### config.mk
export PLATFORM = sky130hd
export DESIGN_NAME = template_pattern_distance
export DESIGN_NICKNAME = d
export VERILOG_FILES = /design/src/rtl/tpd_pkg.sv /design/src/rtl/tpd_front.sv /design/src/rtl/tpd_fifo.sv /design/src/rtl/tpd_div.sv /design/src/rtl/tpd_back.sv /design/src/rtl/template_pattern_distance.sv
export SDC_FILE = /design/constraint.sdc
export NUM_CORES = 2
export LEC_CHECK = 0
export BUFFER_PORTS_ARGS = -buffer_cell sky130_fd_sc_hd__buf_4
export CAP_MARGIN = 20
export CORE_ASPECT_RATIO = 1.5
export CORE_MARGIN = 3
export CORE_UTILIZATION = 65
export CTS_CLUSTER_SIZE = 16
export DETAILED_ROUTE_END_ITERATION = 16
export PLACE_DENSITY = 0.83
export SLEW_MARGIN = 20
export SYNTH_ARGS = -nofsm -noshare
export SYNTH_HDL_FRONTEND = slang
export SYNTH_SLANG_ARGS = --single-unit
### constraint.sdc
create_clock -name clk_i -period 10.6 [get_ports clk_i]
set_input_delay 2.12 -clock clk_i [delete_from_list [all_inputs] [get_ports clk_i]]
set_output_delay 2.12 -clock clk_i [all_outputs]
set_load 0.02 [all_outputs]
### src/rtl/tpd_pkg.sv
// Shared types and constants for the template pattern distance block.
// No dependencies; every other file in rtl/ imports this package.
package tpd_pkg;

  localparam int DIST_W      = 56;
  localparam int TERM_W      = 54;
  localparam int QUEUE_DEPTH = 4;

  localparam logic [DIST_W-1:0] DIST_MAX  = '1;
  localparam logic [29:0]       FAR_SCALE = 30'd1000000000;

  // Measure modes
  localparam logic [1:0] MODE_MISMATCH = 2'd1;
  localparam logic [1:0] MODE_SQDIFF   = 2'd2;

  // Configuration register indexes
  localparam logic [1:0] CFG_GRID_X = 2'd0;
  localparam logic [1:0] CFG_GRID_Y = 2'd1;
  localparam logic [1:0] CFG_GRID_Z = 2'd2;
  localparam logic [1:0] CFG_MODE   = 2'd3;

  typedef enum logic [1:0] {
    ACT_NONE,
    ACT_ADD,
    ACT_SET
  } act_e;

  typedef enum logic {
    BK_RUN,
    BK_DIV
  } back_state_e;

  typedef struct packed {
    logic [10:0] size_x;
    logic [10:0] size_y;
    logic [10:0] size_z;
    logic [1:0]  mode;
  } cfg_t;

  // One classified request, passed from the front to the back
  typedef struct packed {
    logic              query;
    logic              last;
    logic [1:0]        mode;
    act_e              act;
    logic [TERM_W-1:0] term;
  } op_t;

endpackage

### src/rtl/tpd_front.sv
// Front end: accepts requests, runs the grid test and builds the distance term.
// Depends on tpd_pkg.
module tpd_front #(
  parameter int GRID_MAX = 1024
) (
  input  logic                clk_i,
  input  logic                rst_ni,
  input  tpd_pkg::cfg_t       cfg_i,
  input  logic                push_i,
  output logic                full_o,
  input  logic                kind_i,
  input  logic [9:0]          center_x_i,
  input  logic [9:0]          center_y_i,
  input  logic [9:0]          center_z_i,
  input  logic signed [9:0]   offset_x_i,
  input  logic signed [9:0]   offset_y_i,
  input  logic signed [9:0]   offset_z_i,
  input  logic [7:0]          cond_value_i,
  input  logic [7:0]          image_value_i,
  input  logic [15:0]         weight_i,
  input  logic                last_i,
  output logic                op_valid_o,
  output tpd_pkg::op_t        op_o,
  input  logic                op_ready_i
);
  import tpd_pkg::*;

  localparam logic [16:0] GRID_LIM = 17'(GRID_MAX);

  function automatic logic coord_in(input logic [9:0] c, input logic [9:0] o,
                                    input logic [10:0] ext);
    logic signed [11:0] pos;
    logic [16:0]        lim;
    pos = $signed({2'b00, c}) + $signed({{2{o[9]}}, o});
    lim = (17'(ext) > GRID_LIM) ? GRID_LIM : 17'(ext);
    return !pos[11] && (17'(pos[10:0]) < lim);
  endfunction

  // Stage 1: classification
  logic        s1_valid_q, s1_valid_d;
  logic        s1_query_q, s1_last_q, s1_inside_q, s1_neq_q;
  logic [1:0]  s1_mode_q;
  logic [15:0] s1_dsq_q, dsq;
  logic [15:0] s1_w_q;
  logic [7:0]  diff;
  logic        in_grid;

  // Stage 2: finished request
  logic        s2_valid_q, s2_valid_d;
  op_t         op_q, op_d;

  logic        stall, s2_en, accept;
  logic [29:0] mul_a;
  logic [45:0] prod;

  assign stall  = s2_valid_q && !op_ready_i;
  assign s2_en  = !stall;
  assign full_o = s1_valid_q && stall;
  assign accept = push_i && !full_o;

  assign in_grid = coord_in(center_x_i, offset_x_i, cfg_i.size_x) &&
                   coord_in(center_y_i, offset_y_i, cfg_i.size_y) &&
                   coord_in(center_z_i, offset_z_i, cfg_i.size_z);
  assign diff   = (image_value_i > cond_value_i) ? image_value_i - cond_value_i
                                                 : cond_value_i - image_value_i;
  assign dsq    = {8'd0, diff} * {8'd0, diff};

  always_comb begin
    s1_valid_d = s1_valid_q;
    if (!s1_valid_q || s2_en) begin
      s1_valid_d = accept;
    end
    s2_valid_d = s2_en ? s1_valid_q : s2_valid_q;
  end

  // Term: one multiply, squared difference or far penalty against the weight
  assign mul_a = s1_inside_q ? {14'd0, s1_dsq_q} : FAR_SCALE;
  assign prod  = mul_a * {14'd0, s1_w_q};

  always_comb begin
    op_d.query = s1_query_q;
    op_d.last  = s1_last_q;
    op_d.mode  = s1_mode_q;
    op_d.act   = ACT_NONE;
    op_d.term  = '0;
    case (s1_mode_q)
      MODE_MISMATCH: begin
        op_d.term = TERM_W'({s1_w_q, 8'd0});
        if (!s1_inside_q || s1_neq_q) begin
          op_d.act = ACT_ADD;
        end
      end
      MODE_SQDIFF: begin
        if (s1_inside_q) begin
          op_d.act  = ACT_ADD;
          op_d.term = TERM_W'(prod[45:8]);
        end else begin
          op_d.act  = ACT_SET;
          op_d.term = {prod, 8'd0};
        end
      end
      default: begin
        op_d.act = ACT_NONE;
      end
    endcase
    if (s1_query_q) begin
      op_d.act = ACT_NONE;
    end
  end

  always_ff @(posedge clk_i or negedge rst_ni) begin
    if (!rst_ni) begin
      s1_valid_q <= 1'b0;
      s2_valid_q <= 1'b0;
    end else begin
      s1_valid_q <= s1_valid_d;
      s2_valid_q <= s2_valid_d;
    end
  end

  always_ff @(posedge clk_i) begin
    if (accept) begin
      s1_query_q  <= kind_i;
      s1_last_q   <= last_i;
      s1_mode_q   <= cfg_i.mode;
      s1_inside_q <= in_grid;
      s1_neq_q    <= image_value_i != cond_value_i;
      s1_dsq_q    <= dsq;
      s1_w_q      <= weight_i;
    end
    if (s2_en && s1_valid_q) begin
      op_q <= op_d;
    end
  end

  assign op_valid_o = s2_valid_q;
  assign op_o       = op_q;

endmodule

### src/rtl/tpd_fifo.sv
// Short request queue between the front and the back.
// Depends on tpd_pkg.
module tpd_fifo #(
  parameter int DEPTH = 4
) (
  input  logic          clk_i,
  input  logic          rst_ni,
  input  logic          push_i,
  input  tpd_pkg::op_t  data_i,
  output logic          full_o,
  input  logic          pop_i,
  output tpd_pkg::op_t  data_o,
  output logic          empty_o
);
  import tpd_pkg::*;

  localparam int PTR_W = (DEPTH > 1) ? $clog2(DEPTH) : 1;
  localparam int CNT_W = $clog2(DEPTH + 1);

  op_t              mem_q [DEPTH];
  logic [PTR_W-1:0] wr_ptr_q, wr_ptr_d, rd_ptr_q, rd_ptr_d;
  logic [CNT_W-1:0] cnt_q, cnt_d;
  logic             do_push, do_pop;

  assign full_o  = cnt_q == CNT_W'(DEPTH);
  assign empty_o = cnt_q == '0;
  assign do_push = push_i && !full_o;
  assign do_pop  = pop_i && !empty_o;
  assign data_o  = mem_q[rd_ptr_q];

  always_comb begin
    wr_ptr_d = wr_ptr_q;
    rd_ptr_d = rd_ptr_q;
    cnt_d    = cnt_q;
    if (do_push) begin
      wr_ptr_d = (wr_ptr_q == PTR_W'(DEPTH - 1)) ? '0 : wr_ptr_q + 1'b1;
    end
    if (do_pop) begin
      rd_ptr_d = (rd_ptr_q == PTR_W'(DEPTH - 1)) ? '0 : rd_ptr_q + 1'b1;
    end
    if (do_push && !do_pop) begin
      cnt_d = cnt_q + 1'b1;
    end else if (do_pop && !do_push) begin
      cnt_d = cnt_q - 1'b1;
    end
  end

  always_ff @(posedge clk_i or negedge rst_ni) begin
    if (!rst_ni) begin
      wr_ptr_q <= '0;
      rd_ptr_q <= '0;
      cnt_q    <= '0;
    end else begin
      wr_ptr_q <= wr_ptr_d;
      rd_ptr_q <= rd_ptr_d;
      cnt_q    <= cnt_d;
    end
  end

  always_ff @(posedge clk_i) begin
    if (do_push) begin
      mem_q[wr_ptr_q] <= data_i;
    end
  end

endmodule

### src/rtl/tpd_div.sv
// Bit-serial restoring divider: one quotient bit per cycle.
// Depends on tpd_pkg.
module tpd_div #(
  parameter int DVS_W = 7
) (
  input  logic                       clk_i,
  input  logic                       rst_ni,
  input  logic                       start_i,
  input  logic [tpd_pkg::DIST_W-1:0] dividend_i,
  input  logic [DVS_W-1:0]           divisor_i,
  output logic                       busy_o,
  output logic [tpd_pkg::DIST_W-1:0] quotient_o
);
  import tpd_pkg::*;

  localparam int STEP_W = $clog2(DIST_W);

  logic              busy_q;
  logic [STEP_W-1:0] step_q;
  logic [DIST_W-1:0] quo_q;
  logic [DVS_W-1:0]  rem_q, dvs_q;
  logic [DVS_W:0]    shifted;
  logic              ge;

  assign shifted = {rem_q, quo_q[DIST_W-1]};
  assign ge      = shifted >= {1'b0, dvs_q};

  always_ff @(posedge clk_i or negedge rst_ni) begin
    if (!rst_ni) begin
      busy_q <= 1'b0;
      step_q <= '0;
    end else if (start_i) begin
      busy_q <= 1'b1;
      step_q <= '0;
    end else if (busy_q) begin
      step_q <= step_q + 1'b1;
      if (step_q == STEP_W'(DIST_W - 1)) begin
        busy_q <= 1'b0;
      end
    end
  end

  always_ff @(posedge clk_i) begin
    if (start_i) begin
      quo_q <= dividend_i;
      rem_q <= '0;
      dvs_q <= divisor_i;
    end else if (busy_q) begin
      quo_q <= {quo_q[DIST_W-2:0], ge};
      rem_q <= ge ? DVS_W'(shifted - {1'b0, dvs_q}) : shifted[DVS_W-1:0];
    end
  end

  assign busy_o     = busy_q;
  assign quotient_o = quo_q;

endmodule

### src/rtl/tpd_back.sv
// Back end: sums weighted distances, emits one per template end or query.
// Depends on tpd_pkg and tpd_div.
module tpd_back #(
  parameter int MAX_NEIGHBOURS = 64
) (
  input  logic                       clk_i,
  input  logic                       rst_ni,
  input  tpd_pkg::op_t               op_i,
  input  logic                       op_empty_i,
  output logic                       op_pop_o,
  input  logic                       pop_i,
  output logic                       empty_o,
  output logic [tpd_pkg::DIST_W-1:0] distance_o
);
  import tpd_pkg::*;

  localparam int              CNT_W   = $clog2(MAX_NEIGHBOURS + 1);
  localparam logic [CNT_W-1:0] MAX_CNT = CNT_W'(MAX_NEIGHBOURS);

  back_state_e       state_q, state_d;
  logic [DIST_W-1:0] sum_q, sum_d, sum_acc, res_val, out_dist_q, quotient;
  logic [DIST_W:0]   add_sum;
  logic [CNT_W-1:0]  cnt_q, cnt_d, cnt_acc;
  logic              out_valid_q;
  logic              take, ends, use_div, slot_free, res_wr, div_start, div_busy;

  assign take      = cnt_q < MAX_CNT;
  assign add_sum   = {1'b0, sum_q} + (DIST_W + 1)'(op_i.term);
  assign cnt_acc   = take ? cnt_q + 1'b1 : cnt_q;
  assign ends      = op_i.query || op_i.last;
  assign use_div   = !op_i.query && (op_i.mode == MODE_SQDIFF) && (cnt_acc != '0);
  assign slot_free = !out_valid_q || pop_i;

  always_comb begin
    sum_acc = sum_q;
    if (take) begin
      case (op_i.act)
        ACT_ADD: sum_acc = add_sum[DIST_W] ? DIST_MAX : add_sum[DIST_W-1:0];
        ACT_SET: sum_acc = DIST_W'(op_i.term);
        default: sum_acc = sum_q;
      endcase
    end
  end

  // Next state
  always_comb begin
    state_d = state_q;
    case (state_q)
      BK_RUN: begin
        if (!op_empty_i && ends && use_div) begin
          state_d = BK_DIV;
        end
      end
      BK_DIV: begin
        if (!div_busy && slot_free) begin
          state_d = BK_RUN;
        end
      end
      default: state_d = BK_RUN;
    endcase
  end

  // Outputs
  always_comb begin
    op_pop_o  = 1'b0;
    div_start = 1'b0;
    res_wr    = 1'b0;
    res_val   = '0;
    sum_d     = sum_q;
    cnt_d     = cnt_q;
    case (state_q)
      BK_RUN: begin
        if (!op_empty_i) begin
          if (!ends) begin
            op_pop_o = 1'b1;
            sum_d    = sum_acc;
            cnt_d    = cnt_acc;
          end else if (use_div) begin
            op_pop_o  = 1'b1;
            div_start = 1'b1;
            sum_d     = '0;
            cnt_d     = '0;
          end else if (slot_free) begin
            op_pop_o = 1'b1;
            res_wr   = 1'b1;
            if (!op_i.query && op_i.mode == MODE_MISMATCH) begin
              res_val = sum_acc;
            end
            sum_d = '0;
            cnt_d = '0;
          end
        end
      end
      BK_DIV: begin
        if (!div_busy && slot_free) begin
          res_wr  = 1'b1;
          res_val = quotient;
        end
      end
      default: begin
        op_pop_o = 1'b0;
      end
    endcase
  end

  tpd_div #(
    .DVS_W (CNT_W)
  ) u_div (
    .clk_i      (clk_i),
    .rst_ni     (rst_ni),
    .start_i    (div_start),
    .dividend_i (sum_acc),
    .divisor_i  (cnt_acc),
    .busy_o     (div_busy),
    .quotient_o (quotient)
  );

  always_ff @(posedge clk_i or negedge rst_ni) begin
    if (!rst_ni) begin
      state_q     <= BK_RUN;
      sum_q       <= '0;
      cnt_q       <= '0;
      out_valid_q <= 1'b0;
    end else begin
      state_q <= state_d;
      sum_q   <= sum_d;
      cnt_q   <= cnt_d;
      if (res_wr) begin
        out_valid_q <= 1'b1;
      end else if (pop_i) begin
        out_valid_q <= 1'b0;
      end
    end
  end

  always_ff @(posedge clk_i) begin
    if (res_wr) begin
      out_dist_q <= res_val;
    end
  end

  assign empty_o    = !out_valid_q;
  assign distance_o = out_dist_q;

endmodule

### src/rtl/template_pattern_distance.sv
// Top level of the weighted template pattern distance block.
// Depends on tpd_pkg, tpd_front, tpd_fifo and tpd_back.
//
// Usage
//   Requests enter through a queue-style port: a request is taken at a rising
//   edge with push high and full low. Each request is one template neighbour
//   (kind 0) or an empty-template query (kind 1). Mark the final neighbour
//   with last; the distance then appears on distance_o while empty is low and
//   leaves on an edge with pop high and empty low.
//   Write the grid extents and the measure mode through cfg_we_i, cfg_idx_i
//   and cfg_wdata_i only while the block is idle.
// Timing
//   The front classifies a request in two register stages, a four-entry
//   queue decouples it from the back, and the back accumulates one request
//   per clock unless it waits at a template end for a divide or for the
//   result slot. A mode-2 template end holds the back while the bit-serial
//   divider forms the mean, one quotient bit per cycle over 56 bits, and
//   until the result slot is free; the front keeps taking requests until
//   its stages and the queue fill.
// Reset and stalls
//   Reset empties every stage, clears the running sum and count and loads the
//   register defaults. A held result stalls the back at the next template end
//   or query, which fills the queue and then raises full; nothing is dropped.
module template_pattern_distance #(
  parameter int MAX_NEIGHBOURS = 64,
  parameter int GRID_MAX       = 1024
) (
  input  logic                       clk_i,
  input  logic                       rst_ni,
  input  logic                       cfg_we_i,
  input  logic [1:0]                 cfg_idx_i,
  input  logic [10:0]                cfg_wdata_i,
  input  logic                       push,
  output logic                       full,
  input  logic                       kind_i,
  input  logic [9:0]                 center_x_i,
  input  logic [9:0]                 center_y_i,
  input  logic [9:0]                 center_z_i,
  input  logic signed [9:0]          offset_x_i,
  input  logic signed [9:0]          offset_y_i,
  input  logic signed [9:0]          offset_z_i,
  input  logic [7:0]                 cond_value_i,
  input  logic [7:0]                 image_value_i,
  input  logic [15:0]                weight_i,
  input  logic                       last_i,
  input  logic                       pop,
  output logic                       empty,
  output logic [tpd_pkg::DIST_W-1:0] distance_o
);
  import tpd_pkg::*;

  cfg_t cfg_q;
  op_t  front_op, queue_op;
  logic front_valid, queue_full, queue_empty, queue_pop;

  // Configuration registers
  always_ff @(posedge clk_i or negedge rst_ni) begin
    if (!rst_ni) begin
      cfg_q.size_x <= 11'd1024;
      cfg_q.size_y <= 11'd1024;
      cfg_q.size_z <= 11'd1;
      cfg_q.mode   <= MODE_MISMATCH;
    end else if (cfg_we_i) begin
      case (cfg_idx_i)
        CFG_GRID_X: cfg_q.size_x <= cfg_wdata_i;
        CFG_GRID_Y: cfg_q.size_y <= cfg_wdata_i;
        CFG_GRID_Z: cfg_q.size_z <= cfg_wdata_i;
        CFG_MODE:   cfg_q.mode   <= cfg_wdata_i[1:0];
        default:    cfg_q.mode   <= cfg_q.mode;
      endcase
    end
  end

  // Front: grid test and term per neighbour
  tpd_front #(
    .GRID_MAX (GRID_MAX)
  ) u_front (
    .clk_i         (clk_i),
    .rst_ni        (rst_ni),
    .cfg_i         (cfg_q),
    .push_i        (push),
    .full_o        (full),
    .kind_i        (kind_i),
    .center_x_i    (center_x_i),
    .center_y_i    (center_y_i),
    .center_z_i    (center_z_i),
    .offset_x_i    (offset_x_i),
    .offset_y_i    (offset_y_i),
    .offset_z_i    (offset_z_i),
    .cond_value_i  (cond_value_i),
    .image_value_i (image_value_i),
    .weight_i      (weight_i),
    .last_i        (last_i),
    .op_valid_o    (front_valid),
    .op_o          (front_op),
    .op_ready_i    (!queue_full)
  );

  // Decoupling queue
  tpd_fifo #(
    .DEPTH (QUEUE_DEPTH)
  ) u_fifo (
    .clk_i   (clk_i),
    .rst_ni  (rst_ni),
    .push_i  (front_valid),
    .data_i  (front_op),
    .full_o  (queue_full),
    .pop_i   (queue_pop),
    .data_o  (queue_op),
    .empty_o (queue_empty)
  );

  // Back: accumulate, divide, hold the result
  tpd_back #(
    .MAX_NEIGHBOURS (MAX_NEIGHBOURS)
  ) u_back (
    .clk_i      (clk_i),
    .rst_ni     (rst_ni),
    .op_i       (queue_op),
    .op_empty_i (queue_empty),
    .op_pop_o   (queue_pop),
    .pop_i      (pop),
    .empty_o    (empty),
    .distance_o (distance_o)
  );

endmodule

# Word-level counts from Yosys, hierarchy flattened
# Memory sizes are Yosys's and may differ from the RTL's.
# Cells that the tools add are included.
totals:
  word_cells: 180
  ramBits: 240
  reg_bits: 340
  mem_count: 1
mem_list:
  columns: ["memory", "depth", "width", "read_ports", "rd_ports_with_merged_regs", "wr", "line", "source"]
  rows:
  - ["u_fifo.mem_q", 4, 60, 1, 0, 1, "tpd_fifo.sv:20", "op_t mem_q [DEPTH];"]
op_classes:
  n_bitwise: 2
  n_eq_ne: 15
  muxes: 59
  n_reduce_logical: 48
  addsub: 13
  n_mul: 2
  n_lt_le_gt_ge: 9
op_table:
  columns: ["op", "n"]
  rows:
  - ["$mux 56", 14]
  - ["$pmux 56 s2", 2]
  - ["$pmux 54 s2", 1]
  - ["$add 56x54->57", 1]
  - ["$lt 11x17->1", 3]
  - ["$mul 30x16->46", 1]
  - ["$add 11x10->12", 3]
  - ["$mux 7", 5]
  - ["$gt 11x11->1 const B", 3]
  - ["$mux 11", 3]
  - ["$mux 30", 1]
  - ["$mux 1", 23]
  - ["$logic_and 1x1->1", 19]
  - ["$mul 8x8->16", 1]
  - ["$sub 8x8->8", 2]
  - ["$eq 2x2->1 const B", 7]
  - ["$logic_not 1->1", 14]
  - ["$mux 6", 2]
  - ["$eq 2x1->1 const B", 4]
  - ["$ge 8x7->1", 1]
  - ["$gt 8x8->1", 1]
  - ["$mux 8", 1]
  - ["$ne 8x8->1", 1]
  - ["$reduce_and 2->1", 4]
  - ["other kinds (21)", 31]

# Depth between registers and ports, before layout
depth:
  depth_word: 12
  mapped_depth: 33
  ltp_nobuf: 33

# By module
# A second synthesis with hierarchy kept.
hier_totals:
  cells_unflattened: 4098
  area_unflattened_um2: 45107.0
modules_own_cells:
  columns: ["module", "instances", "cells_per_inst", "area_per_inst_um2"]
  rows:
  - ["tpd_front", 1, 2285, 21224.1]
  - ["tpd_back", 1, 1125, 9648.0]
  - ["tpd_fifo", 1, 351, 9083.7]
  - ["tpd_div", 1, 259, 3693.5]
  - ["template_pattern_distance", 1, 78, 1457.6]

# Worst setup path before layout
# Ideal clock, no wire load.
synth_timing:
  kind: "input-to-reg"
  start: "in image_value_i[0]"
  end: "reg u_front.s1_dsq_q[15] (data pin)"
  path_buffers: 0
  cell_stages: 28
  t_arrival_ns: 7.965
  path_slack_ns: 2.369
  setup_ns: 0.266
  path_cell_list: "inv_1 ha_1 inv_1 fa_1 a211oi_1 o21ai_1 a21oi_1 nor3_4 mux2i_1 o221a_1 o21ai_1 a21oi_1 xor2_1 nor2_1 fa_1 inv_1 fa_1 fa_1 fa_1 inv_1 ha_1 a21oi_1 nor2b_1 o21a_1 o21a_1 o21a_1 o41ai_1 xnor2_1"
synth_via:
  elab_chain_len: 3
  word_cells_on_any_way: 5
synth_lines:
  columns: ["element", "line", "source"]
  rows:
  - ["from (decl)", "template_pattern_distance.sv:43", "input logic [7:0] image_value_i,"]
  - ["$sub 8x8->8, or another cell as far along", "tpd_front.sv:65", ": cond_value_i - image_value_i;"]
  - ["$mux 8 *", "tpd_front.sv:64", "assign diff = (image_value_i > cond_value_i) ? image_value_i - cond_value_i"]
  - ["$mul 8x8->16 *", "tpd_front.sv:66", "assign dsq = {8'd0, diff} * {8'd0, diff};"]
  - ["via u_front.dsq[15]", "tpd_front.sv:43", "logic [15:0] s1_dsq_q, dsq;"]
  - ["to (signal assigned)", "tpd_front.sv:128", "s1_dsq_q <= dsq;"]
  - ["to (decl)", "tpd_front.sv:43", null]
# The timed path passes the listed nets; every way through them passes the cells marked *.
# A chain may end at the register's enable or synchronous reset.

# Worst setup path after layout
# Ends and elaborated chain as after synthesis.

==> impl_metrics.ini <==
[placed_design]
hpwlAfterDp_um = 82050
port_buffers = 169
place.gp.congestion = 0.9826
place_inst = 4958

[routing]
antenna_left = 0
drt_iter0_drc = 2063
viasPerCell = 6.104
drc = 0
dr.pass1.iters = 6
routed_wl_um = 108000
wire_per_inst_um = 21.35
num_vias = 30880

[worst_hold_path]
hold_class = register to register

[floorplan]
core_mm2 = 0.06676
pin_count = 170
dieHeight_um = 324.3
floorplan.initialDensity = 0.6575
die_w_um = 218.2
placementRows = 116
dieArea_mm2 = 0.07075

[global_routing]
grt_pass1_wl_um = 172600
grt.overflow.total = 0
grt_max_degree = 137
grtUsageTotal = 0.3116
grt_pass1_vias = 32480
antenna_found_initial = 2

[synthesis]
synth_top_cell_by_area = edfxtp_1
synth-edff-count = 456
synth_area_leaders = edfxtp_1 31%, fa_1 15%, ha_1 9.8%, dfrtp_1 6.4%, inv_1 4.3%
syn_area_mm2 = 0.04390
synth_seq_cells = 579
syn_inst = 4059
syn_area_per_cell_um2 = 10.81
yosys.area.top_type_share = 0.3119
yosys_warnings = 0
post-synth-top-count-cell = inv_1
synth_common_cells = 508 x inv_1, 456 x edfxtp_1, 421 x nand2_1
yosysUniqueCellTypes = 105
yosysSeqAreaShare = 0.3814
synth-async-reset-ratio = 0.2003
ys_dominant_reg_cell = edfxtp_1

[setup_path]
worstPathRequired_ns = 10.98
start_kind = input pin
critPathMaxFanout = 8
cp_slowest_stage_delay_ns = 0.54
critPathArrivalTime_ns = 8.74
critPathSlowestCell = fa_1
end_kind = register
crit_type = input pin to register

[finish]
num-fill-cells = 4774
stdcell_count = 5059
final_nets = 4921
drive_gt1_frac = 0.1088
area_growth_pct = 8.457

[cts]
cts_tree = built
post_cts_buffers = 0
cts_buffer_depth = 3
clock-root-buffer = clkbuf_16
clkSinkCount = 579
cts.clk_slew.worst_paths_ns = 0.07
htreeDepth = 2
holdBufCountCts = 0
cts_made_buffers = 53
cts_resized = 0
clock_latency_ns = 0.64

[timing]
finalSetupTns_ns = 0
tightest_slew_ns = 1.129
max_freq_ghz = 0.1196
hold_violations = 0
relSlewSlack = 0.2476
fin_crit_ns = 8.359
slew_violations = 0
finalCritPeriodShare = 0.7885
rsz0062_at_grt = false
skew_ns = 0.03951
finalSetupViolations = 0

[status]
status = complete, no violations

[job]
maxCapViolations = 0
-- cells in the final DEF, fill, tap and decap left out, types with 12 or more instances in the layout --
cell       Yosys  final
o21a_1        20     20
fa_1         338    338
a22o_1        75     75
nand2_1      421    421
a22oi_1       27     27
dfrtp_1      112    110
and3_1       103    103
o211ai_1      16     16
nand2b_1      28     27
clkbuf_16      0     53
mux2_2        47     47
a21oi_1      213    213
o31ai_1       12     12
o21ai_0      154    154
conb_1         2     16
inv_1        508    508
xnor2_1       96     96
mux2i_1       15     15
nand4_1       44     44
o21ai_1       42     42
a21o_1        67     67
nor2b_1       24     23
nor2_1       212    210
o21bai_1      39     38
edfxtp_1     456    456
buf_4          2    194
and2_1        60     55
a211oi_1      18     18
nor3_1        32     32
ha_1         343    343
nand3_1       35     34
xor2_1        61     61
mux4_2        60     60
a31oi_1       30     30
-- state kept, by name (all words and copies together) (netlist names), 7 cells and up --
signal / flops
cfg_q: 35
u_front.s1_dsq_q: 15
u_back.u_div.dvs_q: 7
u_front.op_o: 60
u_back.u_div.quotient_o: 56
u_front.s1_w_q: 16
u_back.sum_q: 56
u_back.u_div.rem_q: 7
u_back.distance_o: 56
u_fifo.mem_q: 240
u_back.cnt_q: 7
-- layout make-up --
| class | count | area (µm²) | share of cell area |
|---|---|---|---|
| multi-input combinational | 2785 | 24540 | 0.5154 |
| clock inverter | 36 | 417.9 | 0.008778 |
| tap | 885 | 1107 | 0.02326 |
| antenna | 3 | 7.507 | 0.0001577 |
| sequential | 579 | 16750 | 0.3517 |
| timing repair buffer | 195 | 1476 | 0.03101 |
| inverter | 514 | 1934 | 0.04063 |
| clock buffer | 62 | 1380 | 0.02899 |
-- metal layers --
metal  part of all wire  routed length [µm]  global-route usage  vias to the layer above
met5                  0                   0                   0                        -
met4              0.066                7175              0.1767                        0
met3              0.056                6082             0.03775                      404
met2               0.52               56300              0.5681                     1185
met1               0.36               38450              0.3545                    15130
li1                   -                   -                   -                    14160
-- final timing paths --
| path | slack [ns] | cells past startpoint | startpoint | end |
|---|---|---|---|---|
| setup / recovery | 2.24 | 31 | image_value_i[0] | u_front.s1_dsq_q[15] |
| hold / removal | 0.45 | 0 | u_front.s1_last_q | u_front.op_o[58] |
| setup reg to reg | 2.29 | 25 | u_front.s1_inside_q | u_front.op_o[53] |
| hold reg to reg | 0.45 | 0 | u_front.s1_last_q | u_front.op_o[58] |
| max in group asynchronous | 7.63 | 2 | rst_ni | u_back.sum_q[9] |
| min in group asynchronous | 1.55 | 1 | rst_ni | u_front.s1_valid_q |
-- worst max-delay path: cells and delay by family --
kind / cells / cell delay, ns
AO/OA/AOI/OAI: 12 / 2.33
multiplexers: 1 / 0.26
buffers and inverters: 5 / 0.33
XOR/XNOR: 4 / 0.95
adder cells (fa/ha/maj): 6 / 2.35
AND/OR/NAND/NOR: 3 / 0.40
-- through the flow --
stage               setup slack (ns)    util  cell area [µm²]  hold slack [ns]
CTS                            2.317  0.7130            47600           0.4487
global route                   1.758  0.7130            47610           0.4565
finish                         2.241  0.7131            47610           0.4549
floorplan                      2.369       -            43950           0.4003
detailed placement             1.648  0.6860            45800           0.4320
global placement               1.805  0.6860            45800           0.4179
-- kinds of logic after synthesis --
| family | count (synthesis) | synth area share |
|---|---|---|
| simple gates | 1007 | 0.1072 |
| compound gates | 799 | 0.1189 |
| buf+inv | 709 | 0.06177 |
| fa+ha+maj | 681 | 0.2519 |
| flops | 579 | 0.3814 |
| xor+xnor | 159 | 0.03207 |
| mux | 123 | 0.04652 |
| other cells | 2 | 0.0001711 |
Power is left out: the tool's default activity adds up to more than one toggle a clock period on the data nets, which glitch-free logic cannot reach.
